`config.mk`:
```
export PLATFORM = sky130hd
export DESIGN_NAME = duty_cycle_accel_decoder_top
export DESIGN_NICKNAME = d
export VERILOG_FILES = /design/src/dcad_pkg.sv /design/src/dcad_ram.sv /design/src/dcad_divider.sv /design/src/duty_cycle_accel_decoder_top.sv
export SDC_FILE = /design/constraint.sdc
export NUM_CORES = 1
export LEC_CHECK = 0
export ABC_CLOCK_PERIOD_IN_PS = 5300
export BUFFER_PORTS_ARGS = -buffer_cell sky130_fd_sc_hd__clkbuf_2
export CORE_UTILIZATION = 62
export CTS_CLUSTER_DIAMETER = 30
export DETAILED_ROUTE_END_ITERATION = 8
export HOLD_SLACK_MARGIN = 0.02
export PLACE_DENSITY_LB_ADDON = 0.15
export SYNTH_ARGS = -nofsm -noshare
export SYNTH_HDL_FRONTEND = slang
export SYNTH_HIERARCHICAL = 1
export SYNTH_SLANG_ARGS = --single-unit
```
`constraint.sdc`:
```
create_clock -name clk -period 5.3 [get_ports clk]
set_clock_uncertainty 0.05 [all_clocks]
set_input_delay 0.53 -clock clk [delete_from_list [all_inputs] [get_ports clk]]
set_output_delay 0.53 -clock clk [all_outputs]
set_load 0.02 [all_outputs]
```
`src/dcad_pkg.sv`:
```
// shared types and constants for the duty-cycle accelerometer decoder
package dcad_pkg;

  localparam int DATA_W       = 16;
  localparam int PERIOD_SHIFT = 9;
  localparam int DIV_W        = DATA_W - PERIOD_SHIFT;
  localparam int STEP_W       = $clog2(DATA_W + 1);

  localparam logic [DATA_W-1:0] RATIO_SAT = {DATA_W{1'b1}};

  localparam logic CH_X = 1'b0;
  localparam logic CH_Y = 1'b1;

  typedef enum logic [1:0] {
    PH_RISE_X,
    PH_FALL_X,
    PH_RISE_Y,
    PH_FALL_Y
  } dcad_phase_t;

  typedef enum logic [2:0] {
    S_IDLE,
    S_DIV_X,
    S_DIV_Y,
    S_SUM,
    S_DONE
  } dcad_state_t;

endpackage

```
`src/dcad_ram.sv`:
```
// generic single-write, single-read ram with registered read data
module dcad_ram #(
  parameter int WIDTH = 32,
  parameter int DEPTH = 8
) (
  input  logic                                 clk,
  input  logic                                 we,
  input  logic [(DEPTH > 1 ? $clog2(DEPTH) : 1)-1:0] waddr,
  input  logic [WIDTH-1:0]                     wdata,
  input  logic [(DEPTH > 1 ? $clog2(DEPTH) : 1)-1:0] raddr,
  output logic [WIDTH-1:0]                     rdata
);

  logic [WIDTH-1:0] mem [DEPTH];

  always_ff @(posedge clk) begin
    if (we) begin
      mem[waddr] <= wdata;
    end
    rdata <= mem[raddr];
  end

endmodule

```
`src/dcad_divider.sv`:
```
// radix-2 restoring divider, one quotient bit per cycle
module dcad_divider
  import dcad_pkg::*;
(
  input  logic              clk,
  input  logic              rst,
  input  logic              start,
  input  logic [DATA_W-1:0] dividend,
  input  logic [DIV_W-1:0]  divisor,
  output logic              done,
  output logic [DATA_W-1:0] quotient
);

  logic              busy;
  logic [STEP_W-1:0] count;
  logic [DIV_W-1:0]  dvsr;
  logic [DIV_W-1:0]  rem;
  logic [DATA_W-1:0] quo;
  logic [DIV_W:0]    trial;
  logic [DIV_W:0]    diff;
  logic              ge;

  // dividend bits shift out of the top of quo while quotient bits shift in
  always_comb begin
    trial = {rem, quo[DATA_W-1]};
    ge    = (trial >= {1'b0, dvsr});
    diff  = trial - {1'b0, dvsr};
  end

  always_ff @(posedge clk) begin
    if (rst) begin
      busy  <= 1'b0;
      done  <= 1'b0;
      count <= '0;
    end else begin
      done <= 1'b0;
      if (start) begin
        busy  <= 1'b1;
        count <= STEP_W'(DATA_W);
      end else if (busy) begin
        count <= count - STEP_W'(1);
        if (count == STEP_W'(1)) begin
          busy <= 1'b0;
          done <= 1'b1;
        end
      end
    end
  end

  always_ff @(posedge clk) begin
    if (start) begin
      dvsr <= divisor;
      rem  <= '0;
      quo  <= dividend;
    end else if (busy) begin
      rem <= ge ? diff[DIV_W-1:0] : trial[DIV_W-1:0];
      quo <= {quo[DATA_W-2:0], ge};
    end
  end

  assign quotient = quo;

endmodule

```
`src/duty_cycle_accel_decoder_top.sv`:
```
// top level: edge sequencer, shared divider, moving-sum ring and output register
//
//   port group    | direction | handshake            | payload
//   --------------+-----------+----------------------+-------------------------------
//   edge request  | in        | in_valid / in_ready  | edge_channel, edge_rising, edge_time
//   ratio result  | out       | out_valid / out_ready| ratio_x, ratio_y, sum_x, sum_y, divide_fault
//
// an edge that does not end a cycle leaves the sequencer idle; the falling y edge is worked
// by the shared divider, which forms two 16-bit quotients one bit per cycle
// with a zero divisor the divider is skipped and the edge goes straight to the sum step
// reset clears the sequencer, running sums, ring head and wrap flag; no clearing pass is run
// in_ready is low while a request is being worked; a finished result waits in the output
// register, and a later one holds in the done state until out_ready frees the register
module duty_cycle_accel_decoder_top
  import dcad_pkg::*;
#(
  parameter int AVG_DEPTH = 8
) (
  input  logic              clk,
  input  logic              rst,
  input  logic              in_valid,
  output logic              in_ready,
  input  logic              edge_channel,
  input  logic              edge_rising,
  input  logic [DATA_W-1:0] edge_time,
  output logic              out_valid,
  input  logic              out_ready,
  output logic [DATA_W-1:0] ratio_x,
  output logic [DATA_W-1:0] ratio_y,
  output logic [DATA_W-1:0] sum_x,
  output logic [DATA_W-1:0] sum_y,
  output logic              divide_fault
);

  localparam int HEAD_W = (AVG_DEPTH > 1) ? $clog2(AVG_DEPTH) : 1;
  localparam logic [HEAD_W-1:0] HEAD_LAST = HEAD_W'(AVG_DEPTH - 1);

  dcad_state_t state, state_next;
  dcad_phase_t phase;

  logic [DATA_W-1:0] rise_x_time;
  logic [DATA_W-1:0] fall_x_time;
  logic [DATA_W-1:0] rise_y_time;
  logic [DATA_W-1:0] high_x_double;
  logic [DATA_W-1:0] high_y_double;
  logic [DATA_W-1:0] period_accum;
  logic [DATA_W-1:0] period_final;
  logic [DIV_W-1:0]  divisor;
  logic [DIV_W-1:0]  divisor_next;
  logic [DATA_W-1:0] rx;
  logic [DATA_W-1:0] ry;
  logic              fault;
  logic [DATA_W-1:0] running_x;
  logic [DATA_W-1:0] running_y;
  logic [HEAD_W-1:0] ring_head;
  logic              ring_wrapped;

  logic              in_fire;
  logic              last_edge;
  logic              div_start;
  logic [DATA_W-1:0] div_dividend;
  logic [DIV_W-1:0]  div_divisor;
  logic              div_done;
  logic [DATA_W-1:0] div_quotient;
  logic              ring_we;
  logic [2*DATA_W-1:0] ring_rdata;
  logic [DATA_W-1:0] old_x;
  logic [DATA_W-1:0] old_y;
  logic              out_load;

  assign in_ready  = (state == S_IDLE);
  assign in_fire   = in_valid && in_ready;
  assign last_edge = (phase == PH_FALL_Y) && (edge_channel == CH_Y) && !edge_rising;

  assign period_final = period_accum + (edge_time - fall_x_time);
  assign divisor_next = period_final[DATA_W-1:PERIOD_SHIFT];

  // first start takes the divisor straight from the edge, the second from the register
  assign div_divisor = (state == S_IDLE) ? divisor_next : divisor;

  // ring entries not yet written since reset count as zero
  assign old_x = ring_wrapped ? ring_rdata[DATA_W-1:0] : '0;
  assign old_y = ring_wrapped ? ring_rdata[2*DATA_W-1:DATA_W] : '0;

  always_ff @(posedge clk) begin
    if (rst) begin
      state <= S_IDLE;
    end else begin
      state <= state_next;
    end
  end

  always_comb begin
    state_next   = state;
    div_start    = 1'b0;
    div_dividend = high_x_double;
    ring_we      = 1'b0;
    out_load     = 1'b0;
    unique case (state)
      S_IDLE: begin
        if (in_fire && last_edge) begin
          if (divisor_next == '0) begin
            state_next = S_SUM;
          end else begin
            div_start  = 1'b1;
            state_next = S_DIV_X;
          end
        end
      end
      S_DIV_X: begin
        if (div_done) begin
          div_start    = 1'b1;
          div_dividend = high_y_double;
          state_next   = S_DIV_Y;
        end
      end
      S_DIV_Y: begin
        if (div_done) begin
          state_next = S_SUM;
        end
      end
      S_SUM: begin
        ring_we    = 1'b1;
        state_next = S_DONE;
      end
      S_DONE: begin
        if (!out_valid || out_ready) begin
          out_load   = 1'b1;
          state_next = S_IDLE;
        end
      end
      default: state_next = S_IDLE;
    endcase
  end

  // edge tracking
  always_ff @(posedge clk) begin
    if (rst) begin
      phase <= PH_RISE_X;
    end else if (in_fire) begin
      unique case (phase)
        PH_RISE_X: if (edge_channel == CH_X && edge_rising) phase <= PH_FALL_X;
        PH_FALL_X: if (edge_channel == CH_X && !edge_rising) phase <= PH_RISE_Y;
        PH_RISE_Y: if (edge_channel == CH_Y && edge_rising) phase <= PH_FALL_Y;
        PH_FALL_Y: if (last_edge) phase <= PH_RISE_X;
        default:   phase <= PH_RISE_X;
      endcase
    end
  end

  always_ff @(posedge clk) begin
    if (in_fire) begin
      unique case (phase)
        PH_RISE_X: begin
          if (edge_channel == CH_X && edge_rising) rise_x_time <= edge_time;
        end
        PH_FALL_X: begin
          if (edge_channel == CH_X && !edge_rising) begin
            fall_x_time   <= edge_time;
            high_x_double <= {edge_time[DATA_W-2:0] - rise_x_time[DATA_W-2:0], 1'b0};
          end
        end
        PH_RISE_Y: begin
          if (edge_channel == CH_Y && edge_rising) begin
            rise_y_time  <= edge_time;
            period_accum <= edge_time - rise_x_time;
          end
        end
        PH_FALL_Y: begin
          if (last_edge) begin
            high_y_double <= {edge_time[DATA_W-2:0] - rise_y_time[DATA_W-2:0], 1'b0};
            period_accum  <= period_final;
            divisor       <= divisor_next;
          end
        end
        default: ;
      endcase
    end
  end

  // quotients, or saturation on a zero divisor
  always_ff @(posedge clk) begin
    if (state == S_IDLE && in_fire && last_edge) begin
      rx    <= RATIO_SAT;
      ry    <= RATIO_SAT;
      fault <= (divisor_next == '0);
    end else if (state == S_DIV_X && div_done) begin
      rx <= div_quotient;
    end else if (state == S_DIV_Y && div_done) begin
      ry <= div_quotient;
    end
  end

  // moving sums over the ring
  always_ff @(posedge clk) begin
    if (rst) begin
      running_x    <= '0;
      running_y    <= '0;
      ring_head    <= '0;
      ring_wrapped <= 1'b0;
    end else if (ring_we) begin
      running_x <= running_x - old_x + rx;
      running_y <= running_y - old_y + ry;
      if (ring_head == HEAD_LAST) begin
        ring_head    <= '0;
        ring_wrapped <= 1'b1;
      end else begin
        ring_head <= ring_head + HEAD_W'(1);
      end
    end
  end

  // output register
  always_ff @(posedge clk) begin
    if (rst) begin
      out_valid <= 1'b0;
    end else if (out_load) begin
      out_valid <= 1'b1;
    end else if (out_ready) begin
      out_valid <= 1'b0;
    end
  end

  always_ff @(posedge clk) begin
    if (out_load) begin
      ratio_x      <= rx;
      ratio_y      <= ry;
      sum_x        <= running_x;
      sum_y        <= running_y;
      divide_fault <= fault;
    end
  end

  dcad_divider u_divider (
    .clk      (clk),
    .rst      (rst),
    .start    (div_start),
    .dividend (div_dividend),
    .divisor  (div_divisor),
    .done     (div_done),
    .quotient (div_quotient)
  );

  dcad_ram #(
    .WIDTH (2 * DATA_W),
    .DEPTH (AVG_DEPTH)
  ) u_ring (
    .clk   (clk),
    .we    (ring_we),
    .waddr (ring_head),
    .wdata ({ry, rx}),
    .raddr (ring_head),
    .rdata (ring_rdata)
  );

  a_done_in_div: assert property (@(posedge clk) disable iff (rst)
    div_done |-> (state == S_DIV_X || state == S_DIV_Y))
    else $error("divider finished outside a divide state");

  a_fault_sat: assert property (@(posedge clk) disable iff (rst)
    (out_valid && divide_fault) |-> (ratio_x == RATIO_SAT && ratio_y == RATIO_SAT))
    else $error("fault result without saturated ratios");

  a_out_drain: assert property (@(posedge clk) disable iff (rst)
    (out_valid && out_ready && !out_load) |=> !out_valid)
    else $error("result still valid after it was taken");

  a_busy_block: assert property (@(posedge clk) disable iff (rst)
    (state == S_DIV_X || state == S_DIV_Y) |-> !in_ready)
    else $error("input ready while dividing");

  a_head_range: assert property (@(posedge clk) disable iff (rst)
    ring_we |=> (ring_head == '0 || ring_head == $past(ring_head) + HEAD_W'(1)))
    else $error("ring head skipped an entry");

endmodule
```
==> results of run 1 <==
==> power by group through the flow <==
| stage | sequential, mW | combinational [mW] | clock, mW |
|---|---|---|---|
| finish | 4.78 | 0.384 | 6.65 |
| detailed placement | 4.87 | 0.375 | 0 |
| global route | 4.78 | 0.421 | 6.91 |
| CTS | 4.78 | 0.380 | 6.71 |
| floorplan | 4.86 | 0.279 | 0 |
| global placement | 4.87 | 0.362 | 0 |
==> layer usage <==
| layer | wire [µm] | part of all wire | GRT usage |
|---|---|---|---|
| met1 | 23700 | 0.41 | 0.365 |
| met2 | 28700 | 0.49 | 0.469 |
| met5 | 0 | 0 | 0 |
| met3 | 4030 | 0.069 | 0.0539 |
| met4 | 1960 | 0.034 | 0.115 |
==> logic make-up after synthesis <==
kind of cell,after synthesis,synth area share
DFF,565,0.608
and+or+nand+nor,428,0.0801
buffers and inverters,306,0.0494
AOI/OAI and AO/OA,262,0.0684
adders and majority gates,140,0.0815
muxes,131,0.0904
xor gates and xnor gates,65,0.0220
other,1,0.000145
==> registers in the layout, indices dropped and copies added (netlist names), 15 cells and up <==
name / cells
rise_y_time: 15
fall_x_time: 16
ry: 16
rise_x_time: 16
u_ring/rdata: 32
running_y: 16
ratio_x: 16
ratio_y: 16
u_divider/quotient: 16
sum_y: 16
high_y_double: 15
running_x: 16
u_ring/mem: 256
rx: 16
sum_x: 16
period_accum: 16
high_x_double: 15
==> cells in the final DEF (no fill, tap or decap), types with 38 or more instances in the layout <==
cell type | Yosys | final
nor2_1 | 73 | 66
xnor2_1 | 46 | 46
clkbuf_16 | 0 | 106
ha_1 | 92 | 92
fa_1 | 48 | 48
a21oi_1 | 77 | 77
nor3_1 | 40 | 38
nand2_1 | 164 | 164
edfxtp_1 | 445 | 445
mux2_2 | 64 | 64
clkbuf_2 | 1 | 88
inv_1 | 243 | 243
mux4_1 | 40 | 40
dfxtp_1 | 120 | 117
==> path summary, 6_finish.rpt <==
path | from | to | slack (ns) | cells after the start
setup reg to reg | fall_x_time[0] | u_divider/rem[5] | 1.0 | 18
hold reg to reg | running_y[15] | sum_y[15] | 0.40 | 0
setup / recovery | fall_x_time[0] | u_divider/rem[5] | 1.0 | 18
hold / removal | edge_time[0] | rise_x_time[0] | 0.1 | 1
==> cell type report <==
class	instances	area, µm²	area share
Sequential cell	565	15800	0.515
Multi-Input combinational cell	1027	8960	0.293
Clock buffer	126	2800	0.0914
Inverter	245	925	0.0302
Clock inverter	76	816	0.0267
Timing Repair Buffer	118	666	0.0218
Tap cell	532	666	0.0218
==> through the flow <==
stage	utilization	hold slack, ns
2_1_floorplan	-	0.350
3_3_place_gp	0.658	0.367
3_5_place_dp	0.658	0.389
4_1_cts	0.746	0.0705
5_1_grt	0.746	0.0882
6_report	0.746	0.0959
==> summary.txt, run 1 <==
Cells and area
  • Non-Filler Instances: ~2700
  • Final instance area: 30600 µm²
  • Final Net Count: roughly 2200
  • Area grow syn2layout: 18.1%
  • Diode count: 0
  • Share of layout cells above drive strength 1: 0.199
  • FILL cells: between 2000 and 3000

Clocking
  • H-tree depth: 3
  • CTS sink count: 565
  • Clock latency on the worst-skew pair: between 0.6 and 0.7 ns
  • CTS clk-pin slew, worst paths: around 0.040 ns
  • CTS Buffer Depth: 3
  • Cts bufs inserted: about 110
  • Clk root buf: clkbuf_16
  • CTS tree: done
  • PostCTS Resize Cnt: 0
  • Post-cts hold buffer count: 0
  • Post-CTS Setup Inserts: 0

Global routing
  • GR Overflow Total: 0
  • Vias in the first global route: around 16000
  • Largest net degree at the start of global routing: 66
  • Initial antenna violation count: 0
  • Global-route wire length before repair: between 80 and 90 mm
  • All-Layer GR Usage: 0.282

Place
  • HPWL after DPL: ~36 mm
  • Dpl cells: approximately 2500
  • Post-DP Area: 27000 µm²
  • Quantity of I/O buffers inserted on ports: 88
  • Pre-CTS setup slack: slightly below 0.7 ns
  • Gp weighted congestion: slightly below 0.9

Timing
  • Post-layout minimum cycle time: roughly 4.3 ns
  • Slew @ Worst Pin: between 1 and 1.5 ns
  • RSZ-0062 raised after global routing: no
  • Setup violators final: 0
  • Final Hold Viols: 0
  • Fin crit share: 0.812
  • Max frequency: 232 MHz
  • Max Slew Vio Count: 0
  • Final worst slack: between 0.9 and 1 ns
  • Max_slew headroom: 0.223
  • Setup TNS: 0 ns

Setup path
  • Worst path cell trace: ha_1 > inv_1 > ha_1 > inv_1 > fa_1 > nor2b_1 > o2111ai_1 > a21oi_1 > o21ai_0 > xor2_1 > or3b_4 > nor4_4 > o21ai_2 > inv_1 > buf_4 > nand2_1 > a31o_2 > o21ai_0
  • CP Data Required Time: 5.80 ns
  • Worst-path fanout max: 15
  • Buf+Inv Stages, Crit Path: 4
  • Crit-path most repeated cell: inv_1
  • WP data arrival: 4.80 ns
  • Critical path capture point type: register
  • Startpoint types: register
  • Largest delay share family, worst path: compound AO/OA/AOI/OAI gates
  • Worst path slowest cell: fa_1
  • Critical setup path kind: register to register
  • CP peak stage delay: ~0.45 ns

Die
  • Initial Utilization: 0.632
  • Placement row count: 74
  • I/O pin count: between 80 and 90
  • Die Ht: around 210 µm
  • Core box area: around 40000 µm²
  • Die width: around 210 µm
  • Die ar.: roughly 43000 µm²

Synthesis
  • EDFF count, synth: 445
  • Synth area leaders: edfxtp_1 52%, dfxtp_1 9.3%, ha_1 4.4%
  • Post-synthesis sequential area ratio: 0.608
  • Post-synth cell types: slightly below 90
  • Top_reg_cell synth: edfxtp_1
  • Yosys top cell by area: edfxtp_1
  • Instance count of the mapped netlist: ~1900
  • Post-Syn Area: 25900 µm²
  • Syn_nets: ~2100
  • Yosys top cell area share: 0.515
  • Avg Inst Size Synth: roughly 14 µm²
  • Yosys warns: 6
  • Asr flop ratio synth: 0
  • Top cells by count, synth: 445 x edfxtp_1, 243 x inv_1, 164 x nand2_1
  • Synthesis-stage register bit count: around 570
  • Most common cell in the netlist: edfxtp_1

Run
  • Max_cap viols: 0

Power
  • Power Density: roughly 390 nW/µm²
  • Combinational power share: 0.032
  • Flop pwr share: 0.405
  • Sw Pwr: around 2.6 mW
  • VDD IR max: about 290 µV
  • Power Total: 11.8 mW
  • Sw Share: 0.219
  • Clk pwr share: 0.563
  • Pint: just over 9 mW
  • Leakage: about 13 nW

Routing
  • Vias: 16000
  • DRC: 10
  • Post-route ant nets: 0
  • DRT Pass-1 Iters: 9
  • Wirelength, routed: roughly 58 mm
  • WL per Instance: about 22 µm
  • DR vias/cell: just under 6
  • DR iter-0 viols: 1269

Hold path
  • Class of the worst hold path: input pin to register

Run status
  • Outcome: complete, but fails checks
  • Failing checks: DRC
No activity file was read; power rests on OpenSTA's default activity.
==> run 2, diff against run 1 <==
--- a/config.mk
+++ b/config.mk
@@ -5,9 +5,10 @@
 export SDC_FILE = /design/constraint.sdc
 export NUM_CORES = 1
 export LEC_CHECK = 0
-export ABC_CLOCK_PERIOD_IN_PS = 5300
+export ABC_AREA = 1
+export ABC_CLOCK_PERIOD_IN_PS = 3500
 export BUFFER_PORTS_ARGS = -buffer_cell sky130_fd_sc_hd__clkbuf_2
-export CORE_UTILIZATION = 62
+export CORE_UTILIZATION = 57
 export CTS_CLUSTER_DIAMETER = 30
 export DETAILED_ROUTE_END_ITERATION = 8
 export HOLD_SLACK_MARGIN = 0.02
==> constraint.sdc (replaced) <==
create_clock -name clk -period 3.5 [get_ports clk]
set_clock_uncertainty 0.05 [all_clocks]
set_input_delay 0.35 -clock clk [delete_from_list [all_inputs] [get_ports clk]]
set_output_delay 0.35 -clock clk [all_outputs]
set_load 0.02 [all_outputs]
==> run 2 against run 1 <==
  * The flow now finishes without violations
  * Hold slack gained 0.13 ns
  * Routed wire length is 11% higher
  * Clock power is 64% higher
  * Area after synthesis up 6.4%
  * Sequential power increased by 54%
  * Core utilization down 5.1 points
  * Largest cell class unchanged
  * Largest power group unchanged
==> summary.txt, run 2 <==
Setup path
  • Reg2reg end: u_divider/busy
  • WP data arrival: 3.59 ns (-1.21 ns)
  • R2r setup slk: 0.25 ns (-0.75 ns)
  • Critical path capture point type: register
  • Worst-path fanout max: 17 (+2)
  • CP Data Required Time: 3.83 ns (-1.97 ns)
  • Worst r2r path cells: 22 (+4)
  • Critical setup path kind: input pin to register
  • Worst r2r src: fall_x_time[0]
  • Startpoint types: input pin

Routing
  • WL per Instance: 17.1 µm (-21%)
  • DRT Pass-1 Iters: 8 (-1)
  • Vias: 19800 (+24%)
  • DR iter-0 viols: 1346 (+6.1%)
  • Wirelength, routed: 65.0 mm (+11%)
  • DR vias/cell: 5.21 (-13%)
  • DRC: 0 (-10)
  • Post-route ant nets: 0 (unchanged)

Synthesis
  • Post-synth cell types: 56 (-37%)
  • Top_reg_cell synth: edfxtp_1
  • Synthesis-stage register bit count: 565 (unchanged)
  • Instance count of the mapped netlist: 2885 (+52%)
  • Asr flop ratio synth: 0 (unchanged)
  • Avg Inst Size Synth: 9.56 µm² (-30%)
  • Synth area leaders: edfxtp_1 48%, nand2_1 10%, dfxtp_1 8.7%
  • Post-synthesis sequential area ratio: 0.571 (-0.0367)
  • Yosys warns: 6 (unchanged)
  • Yosys top cell by area: edfxtp_1
  • Most common cell in the netlist: nand2_1
  • Post-Syn Area: 27600 µm² (+6.4%)
  • Yosys top cell area share: 0.484 (-0.0311)
  • EDFF count, synth: 445 (unchanged)
  • Top cells by count, synth: 764 x nand2_1, 635 x inv_1, 445 x edfxtp_1
  • Syn_nets: 3047 (+48%)

Cells and area
  • Max reg flops: 256 (unchanged)
  • Area grow syn2layout: 20.3%
  • Share of layout cells above drive strength 1: 0.140 (-0.0585)
  • Final Net Count: 3248 (+46%)
  • Regs by FF count: u_ring/mem: 256 flops, u_ring/rdata: 32 flops
  • Final instance area: 33200 µm² (+8.4%)
  • Non-Filler Instances: 3799 (+41%)
  • Biggest register: u_ring/mem
  • Most frequent cells in the layout: 764 x nand2_1, 632 x inv_1, 445 x edfxtp_1
  • Most common cell after layout, fill and taps aside: nand2_1

Power
  • Power Density: 587 nW/µm² (+52%)
  • Leakage: 15.5 nW (+22%)
  • VDD IR max: 496 µV (+73%)

Place
  • Quantity of I/O buffers inserted on ports: 88 (unchanged)
  • Post-DP Area: 29000 µm² (+7.4%)
  • Gp weighted congestion: 0.935 (+5.1%)
  • Dpl cells: 3572 (+44%)
  • HPWL after DPL: 43.2 mm (+20%)

Clocking
  • CTS tree: done
  • CTS clk-pin slew, worst paths: 0.05 ns (about the same)
  • CTS sink count: 565 (unchanged)
  • H-tree depth: 3 (unchanged)
  • Clock latency on the worst-skew pair: 0.64 ns (about the same)
  • Cts bufs inserted: 109 (+2.8%)
  • CTS Buffer Depth: 3 (unchanged)
  • Clk root buf: clkbuf_16

Global routing
  • Initial antenna violation count: 1 (+1)
  • Largest net degree at the start of global routing: 85 (+29%)
  • Vias in the first global route: 20400 (+25%)
  • All-Layer GR Usage: 0.270 (-0.0123)
  • GR Overflow Total: 0 (unchanged)
  • Global-route wire length before repair: 104 mm (+16%)

Hold path
  • Class of the worst hold path: input pin to register
  • End point of the worst hold path: state[1]
  • Min-Delay Path Depth: 3 (+2)
  • Hold path startpoint: rst

Timing
  • Max frequency: ~310 MHz
  • Setup violators final: 0 (unchanged)
  • Post-layout minimum cycle time: approximately 3.3 ns
  • Max Slew Vio Count: 0 (unchanged)
  • Final Hold Viols: 0 (unchanged)
  • Setup TNS: 0 ns (unchanged)
  • Fin crit share: 0.932
  • Max_slew headroom: 0.202 (-0.0209)
  • Slew @ Worst Pin: 1.19 ns (+0.0325 ns)

Die
  • Die Ht: 222 µm (+7.5%)
  • Initial Utilization: 0.578 (-0.0542)
  • I/O pin count: 89 (unchanged)
  • Die width: 222 µm (+7.5%)
  • Die ar.: 49300 µm² (+16%)
  • Core box area: 47700 µm² (+16%)
  • Placement row count: 80 (+8.1%)

Run status
  • Outcome: complete, no violations

Run
  • Max_cap viols: 0 (unchanged)
==> run 2: cell count changes after synthesis, moves of 32 or more <==
| cell | change |
|---|---|
| a21oi_1 | +52 |
| inv_1 | +392 |
| mux2_2 | -64 |
| mux4_1 | -40 |
| nand2_1 | +600 |
| nand3_1 | +160 |
| o211ai_1 | -32 |
| o21ai_0 | +52 |
==> run 2: cell families after synthesis <==
kind of cell / count (synthesis) / synth area share
simple gates: 1094 / 0.168
xor+xnor: 70 / 0.0222
buf+inv: 731 / 0.105
flops: 565 / 0.571
fa+ha+maj: 140 / 0.0766
other cells: 1 / 0.000136
compound gates: 284 / 0.0571
==> run 2: per-layer routing <==
metal,GRT usage,vias up,share of wire
met5,0,-,0
met4,0.120,0,0.032
met3,0.0398,152,0.057
met2,0.467,641,0.50
met1,0.336,9418,0.41
li1,-,9576,-
==> run 2: critical path: stages <==
cell and delay [ns]:
dlygate4sd3_1 0.52, clkbuf_2 0.11, inv_1 0.05, fa_1 0.53
inv_1 0.04, ha_1 0.41, nand3_1 0.15, nand3_2 0.13
nand2_1 0.08, nand2_2 0.12, nand3_2 0.09, nand2_1 0.07
nand2_1 0.07, nand2_2 0.11, nor2_4 0.05, nand2_1 0.08
inv_2 0.06, o21ai_4 0.21, inv_2 0.08, buf_8 0.16
nor2_1 0.09, a31oi_1 0.05
==> run 2: final cells by class <==
| type | instances | area [µm²] |
|---|---|---|
| sequential | 565 | 15800 |
| fill | 3557 | 14600 |
| multi-input combinational | 1589 | 9070 |
| clock buffer | 129 | 2990 |
| inverter | 650 | 2440 |
| timing repair buffer | 171 | 1180 |
| clock inverter | 79 | 958 |
| tap | 615 | 769 |
| antenna | 1 | 2.50 |
==> run 2: how the worst max path moves through the flow <==
stage | start | to | slack [ns] | cells after the start
2_1_floorplan | state[2] | fall_x_time[0] | 0.03 | 5
3_3_place_gp | edge_time[10] | u_divider/quotient[2] | 0.09 | 18
3_5_place_dp | edge_time[11] | u_divider/quotient[9] | 0.02 | 18
4_1_cts | fall_x_time[0] | u_divider/rem[0] | 0.08 | 21
5_1_grt | fall_x_time[0] | u_divider/count[3] | -0.002 | 21
6_report | edge_time[2] | u_divider/quotient[0] | 0.24 | 22
==> run 2: where the power goes <==
group / leakage [nW] / switching (mW) / total [mW] / internal, mW
clock network: 1.89 / 3.60 / 10.9 / 7.33
logic: 8.06 / 0.778 / 1.22 / 0.441
registers: 5.57 / 0.0425 / 7.35 / 7.31
==> run 2: timing repair <==
action	4_1_cts	5_1_grt
buffers inserted	0	1
hold endpoints to repair	48	0
resized for setup	0	18
hold buffers	17	0
endpoints found under the setup margin	0	46
==> run 2: through the flow <==
stage	utilization	power [mW]	hold slack, ns	worst slack [ns]
floorplan	-	8.30	0.350	0.0280
global placement	0.607	8.62	0.360	0.0950
detailed placement	0.607	8.66	0.357	0.0186
CTS	0.694	19.6	0.184	0.0822
global route	0.695	20.1	0.244	-0.00178
finish	0.695	19.5	0.222	0.237
